`config.mk`:
```
export PLATFORM = sky130hd
export DESIGN_NAME = sfr_cell
export DESIGN_NICKNAME = d
export VERILOG_FILES = /design/src/sfr_pkg.sv /design/src/sfr_cell.sv
export SDC_FILE = /design/constraint.sdc
export NUM_CORES = 1
export LEC_CHECK = 0
export ABC_AREA = 1
export BUFFER_PORTS_ARGS = -buffer_cell sky130_fd_sc_hd__buf_2
export CAP_MARGIN = 5
export CORE_MARGIN = 3
export CORE_UTILIZATION = 55
export DETAILED_ROUTE_END_ITERATION = 8
export GPL_ROUTABILITY_DRIVEN = 0
export HOLD_SLACK_MARGIN = 0.15
export MAX_ROUTING_LAYER = met4
export PLACE_DENSITY = 0.86
export REMOVE_ABC_BUFFERS = 1
export SLEW_MARGIN = 30
export SYNTH_ARGS = -nofsm -noshare
export SYNTH_HDL_FRONTEND = slang
export SYNTH_SLANG_ARGS = --single-unit
```
`constraint.sdc`:
```
create_clock -name clk -period 2.3 [get_ports clk]
set_input_delay 0.23 -clock clk [delete_from_list [all_inputs] [get_ports clk]]
set_output_delay 0.23 -clock clk [all_outputs]
set_load 0.03 [all_outputs]
```
`src/sfr_pkg.sv`:
```
// Shared types and constants for the symbol frequency ranker.
// No dependencies.
package sfr_pkg;

	localparam logic [1:0] OP_COUNT = 2'd0;
	localparam logic [1:0] OP_READ  = 2'd1;
	localparam logic [1:0] OP_CLEAR = 2'd2;
	localparam logic [1:0] OP_RSVD  = 2'd3;

	localparam logic [7:0] PRINT_LO = 8'h20;
	localparam logic [7:0] PRINT_HI = 8'h7E;

	typedef enum logic [2:0] {
		ST_IDLE,
		ST_LOAD1,
		ST_SCAN,
		ST_LOAD2,
		ST_PICK,
		ST_DONE
	} state_t;

	// control broadcast to every cell
	typedef struct packed {
		logic cnt_en;   // count the broadcast symbol
		logic clr;      // clear all counts
		logic ld_scan;  // load ring with own entry, zero position
		logic ld_pick;  // load ring with own entry and position
		logic scan;     // compare passing entry, then shift
		logic pick;     // shift only
		logic mode;     // 1 ranks by descending count
	} cell_ctrl_t;

endpackage

```
`src/sfr_cell.sv`:
```
// One bin of the ranker: count, rank position and one ring stage.
// Depends on sfr_pkg.
module sfr_cell import sfr_pkg::*; #(
	parameter int NUM_BINS    = 128,
	parameter int COUNT_WIDTH = 32,
	parameter int IDX         = 0
) (
	input  logic                        clk,
	input  logic                        arst_n,
	input  cell_ctrl_t                  ctrl,
	input  logic [$clog2(NUM_BINS)-1:0] sym,
	input  logic [COUNT_WIDTH-1:0]      t_cnt_in,
	input  logic [$clog2(NUM_BINS)-1:0] t_code_in,
	input  logic [$clog2(NUM_BINS)-1:0] t_pos_in,
	output logic [COUNT_WIDTH-1:0]      t_cnt_out,
	output logic [$clog2(NUM_BINS)-1:0] t_code_out,
	output logic [$clog2(NUM_BINS)-1:0] t_pos_out
);

	localparam int CW = $clog2(NUM_BINS);
	localparam logic [CW-1:0] MY_CODE = CW'(IDX);

	logic [COUNT_WIDTH-1:0] cnt_q;
	logic [CW-1:0]          pos_q;
	logic [COUNT_WIDTH-1:0] t_cnt_q;
	logic [CW-1:0]          t_code_q;
	logic [CW-1:0]          t_pos_q;
	logic                   ahead;

	// passing entry ranks ahead of this bin
	always_comb begin
		if (ctrl.mode)
			ahead = (t_cnt_q > cnt_q) || ((t_cnt_q == cnt_q) && (t_code_q < MY_CODE));
		else
			ahead = t_code_q < MY_CODE;
		ahead = ahead && (t_cnt_q != '0);
	end

	// saturating bin count
	always_ff @(posedge clk or negedge arst_n) begin
		if (!arst_n) begin
			cnt_q <= '0;
		end else if (ctrl.clr) begin
			cnt_q <= '0;
		end else if (ctrl.cnt_en && (sym == MY_CODE) && (cnt_q != '1)) begin
			cnt_q <= cnt_q + 1'b1;
		end
	end

	// position among nonzero bins
	always_ff @(posedge clk) begin
		if (ctrl.ld_scan)
			pos_q <= '0;
		else if (ctrl.scan && ahead)
			pos_q <= pos_q + 1'b1;
	end

	// ring stage
	always_ff @(posedge clk) begin
		if (ctrl.ld_scan || ctrl.ld_pick) begin
			t_cnt_q  <= cnt_q;
			t_code_q <= MY_CODE;
			t_pos_q  <= ctrl.ld_pick ? pos_q : '0;
		end else if (ctrl.scan || ctrl.pick) begin
			t_cnt_q  <= t_cnt_in;
			t_code_q <= t_code_in;
			t_pos_q  <= t_pos_in;
		end
	end

	assign t_cnt_out  = t_cnt_q;
	assign t_code_out = t_code_q;
	assign t_pos_out  = t_pos_q;

endmodule

```
==> results.yml <==
floorplan:
  core_area_mm2: 0.008976
  floorplan.initialDensity_pct: 58.28
  design.portCount: 108
  die_width_um: 103.5
  die-height_um: 103.5
  core.rowCount: 34
  fp.dieArea_mm2: 0.01072
worst_hold_path:
  worstHoldPathType: "in -> reg"
  hold-path-cell-count: 3
sta:
  fmaxAchievable_mhz: 465.5
  timing.final.crit_share_pct: 93.40
  tightestPinTransition_ns: 0.7907
  timing_hold_violations_final: 0
  finalClockSkew_ns: 0.01456
  finalMaxSlewViolations: 0
  slew_headroom_pct: 47.28
  post_route_minimum_period_ns: 2.148
  timing.final.ws_setup_ns: 0.1519
  setup_viol: 0
  unrepaired_setup_endpoints_after_global_routing: "no"
yosys:
  synthesis.yosys.warnings: 0
  yosysTopAreaCell: "edfxtp_1"
  synth.top_cell.area_share_pct: 22.39
  synth-simple-area-share_pct: 31.00
  synth.yosys.seq_area_share_pct: 43.05
  synth_seq_cells: 85
  top_area_cells_in_the_synthesized_netlist: "edfxtp_1, dfrtp_1, nand2_1, ha_1, nor2_1"
  synth-compound-area-share_pct: 9.854
  synth_xor_area_share_pct: 1.005
  synth_fa_ha_area_share_pct: 8.132
  post_synth_instance_area_mm2: 0.005231
  largest_family_of_logic_cells_by_synthesized_area: "simple AND/OR/NAND/NOR gates"
  synthCells: 687
  synth_common_cells: "nand2_1, nor2_1, inv_1, o21ai_0, edfxtp_1"
  synth_mux_area_share_pct: 0
  synthFlopType: "edfxtp_1"
  synth_enable_flop_cells: 39
  post-synth-top-count-cell: "nand2_1"
  async_flop_share_pct: 37.65
  mean_instance_size_in_the_synthesized_netlist_um2: 7.615
  count_of_distinct_cell_types_in_the_synthesized_netlist: 33
grt:
  pin_count_of_the_biggest_net_entering_global_routing: 61
  first_global_vias: 5368
  grt_use_total_pct: 28.68
  grt_pass1_wl_um: 24820
  grt_overflow_total: 0
  grt_antenna_before_repair: 0
clock_tree:
  clkSlewWorstSetupHoldPaths_ns: 0.09
  clk_path_buf_depth: 2
  cts.htree.levels: 3
  worstSkewPairLatency_ns: 0.37
  tritoncts.num_buffers: 9
  cts_tree: "done"
  postCtsSetupBuffers: 0
  clock_sinks: 85
  root_buffer: "clkbuf_8"
power_and_ir_drop:
  swShare_pct: 30.97
  internal_power_mw: 2.414
  vdd_ir_drop_max_mv: 0.3602
  total_switching_power_mw: 1.083
  total_leakage_power_nw: 3.029
  clockPowerShare_pct: 31.9
  power_mw: 3.497
  share_seq_of_total_power_pct: 48.8
  combinational_share_of_power_pct: 19.3
  power_density_mw_per_mm2: 538.2
setup_path:
  timing.setup.critical_path_class: "reg -> reg"
  worstSetupEndpointType: "flop"
  arrival_ns: 2.41
  cp-start-kind: "flop"
  worstPathMaxFanout: 60
  timing.reg2reg.worst_path_depth: 13
  worstPathRequired_ns: 2.56
  critical-path-slowest-cell: "dfrtp_1"
  cp_slowest_stage_delay_ns: 0.41
  path_cells: "ha_1, nand3_2, inv_2, nand2_2, nor2_4, nand4_1, nand2_2, nand2_2, buf_12, nand2_2, nand2_1, nand2_1, nor2_1"
  crit_path_frequent_cell: "nand2_2"
job:
  cap_viol_max_count: 0
final_layout:
  final_net_count: 927
  finalInstanceArea_mm2: 0.006497
  drive_above_1_share_pct: 19.14
  layout-area-overhead-vs-synth_pct: 24.20
  antenna_cells: 0
route:
  detail-route-antenna-nets: 0
  route.detailed.wl_per_inst_um: 15.25
  wirelength_um: 14680
  dr.pass1.iters: 6
  initialDrtViolationCount: 412
  vias: 5399
  drt-vias-per-instance: 5.612
  drcViolationCount: 0
place:
  placedInstanceArea_mm2: 0.005963
  place.port_buffers: 107
  setup_slack_placement_ns: 0.005699
  dp_hpwl_um: 10550
run_status:
  run_status: "completed"
cells in the final DEF, fill, tap and decap left out, types with 3 or more instances in the layout:
cell | netlist | final
inv_6 | 0 | 3
edfxtp_1 | 39 | 39
xor2_1 | 5 | 5
dfrtp_1 | 32 | 32
dfxtp_1 | 14 | 14
nor2_4 | 2 | 3
dlygate4sd3_1 | 0 | 31
o21ai_1 | 27 | 27
clkbuf_8 | 0 | 9
nand2_1 | 170 | 169
inv_2 | 5 | 5
buf_4 | 0 | 13
nor3_1 | 21 | 20
ha_1 | 34 | 34
nor2_1 | 91 | 89
inv_1 | 69 | 69
buf_2 | 6 | 107
a21oi_1 | 17 | 17
nand4_1 | 34 | 34
nand2_2 | 6 | 6
o21ai_0 | 53 | 53
nand3_1 | 33 | 33
worst paths after layout:
check | slack [ns] | start | endpoint
max in group asynchronous | 1.32 | arst_n | cnt_q[6]
worst max-delay path | 0.15 | cnt_q[0] | cnt_q[17]
worst min-delay path | 0.15 | t_cnt_in[18] | t_cnt_out[18]
worst max register to register | 0.15 | cnt_q[0] | cnt_q[17]
min in group asynchronous | 0.48 | arst_n | cnt_q[15]
worst min register to register | 0.50 | t_code_out[0] | t_code_out[0]
flip-flops by register name, summed over array words and instances, names as in the netlist:
| name | flops |
|---|---|
| cnt_q | 32 |
| pos_q | 7 |
| t_cnt_out | 32 |
| t_code_out | 7 |
| t_pos_out | 7 |
what timing repair did:
| item | CTS | global route |
|---|---|---|
| resized for setup | 1 | 4 |
| pin swaps | 0 | 0 |
| setup endpoints to repair | 2 | 7 |
| gates cloned | 0 | 0 |
| hold buffers | 31 | 0 |
| endpoints found under the hold margin | 62 | 0 |
cell families (layout without fill, tap and decap cells):
| logic type | count (synthesis) | in the layout |
|---|---|---|
| compound gates | 101 | 101 |
| xor+xnor | 6 | 6 |
| fa+ha+maj | 34 | 34 |
| buf+inv | 93 | 242 |
| flops | 85 | 85 |
| simple gates | 368 | 368 |
critical path, delay by kind of cell, from the launching register on:
| kind | cells | cell delay (ns) |
|---|---|---|
| simple gates | 10 | 0.98 |
| flops | 1 | 0.41 |
| fa+ha+maj | 1 | 0.32 |
| buf+inv | 2 | 0.32 |
through the flow:
stage	instances	hold WS, ns	util [%]	TNS (ns)
4_1_cts	962	0.1501	72.21	0
3_5_place_dp	915	0.3450	66.43	0
5_1_grt	962	0.1533	72.39	0
6_report	962	0.1487	72.39	0
2_1_floorplan	668	-0.06559	-	-105.44
3_3_place_gp	915	0.3279	66.43	0
power groups by stage:
stage	sequential, mW	combinational (mW)	clock, mW
detailed placement	1.74	0.609	0
finish	1.71	0.674	1.12
global placement	1.73	0.588	0
global route	1.72	0.747	1.18
CTS	1.71	0.655	1.12
floorplan	1.84	0.277	0
cell type report:
class / instances / area, um2
clock buffer: 9 / 123.9
clock inverter: 7 / 78.83
fill: 693 / 2479
inverter: 74 / 277.8
multi-input combinational: 509 / 2644
sequential: 85 / 2252
tap: 126 / 157.7
timing repair buffer: 152 / 963.4
metal layers:
layer,up-vias,global-route usage (%),part of all wire [%]
li1,2585,-,-
met1,2486,34.53,39
met2,273,48.32,49
met3,55,5.473,8.8
met4,0,10.45,3.1
met5,-,-,0
Power figures use the tool's default switching activity.
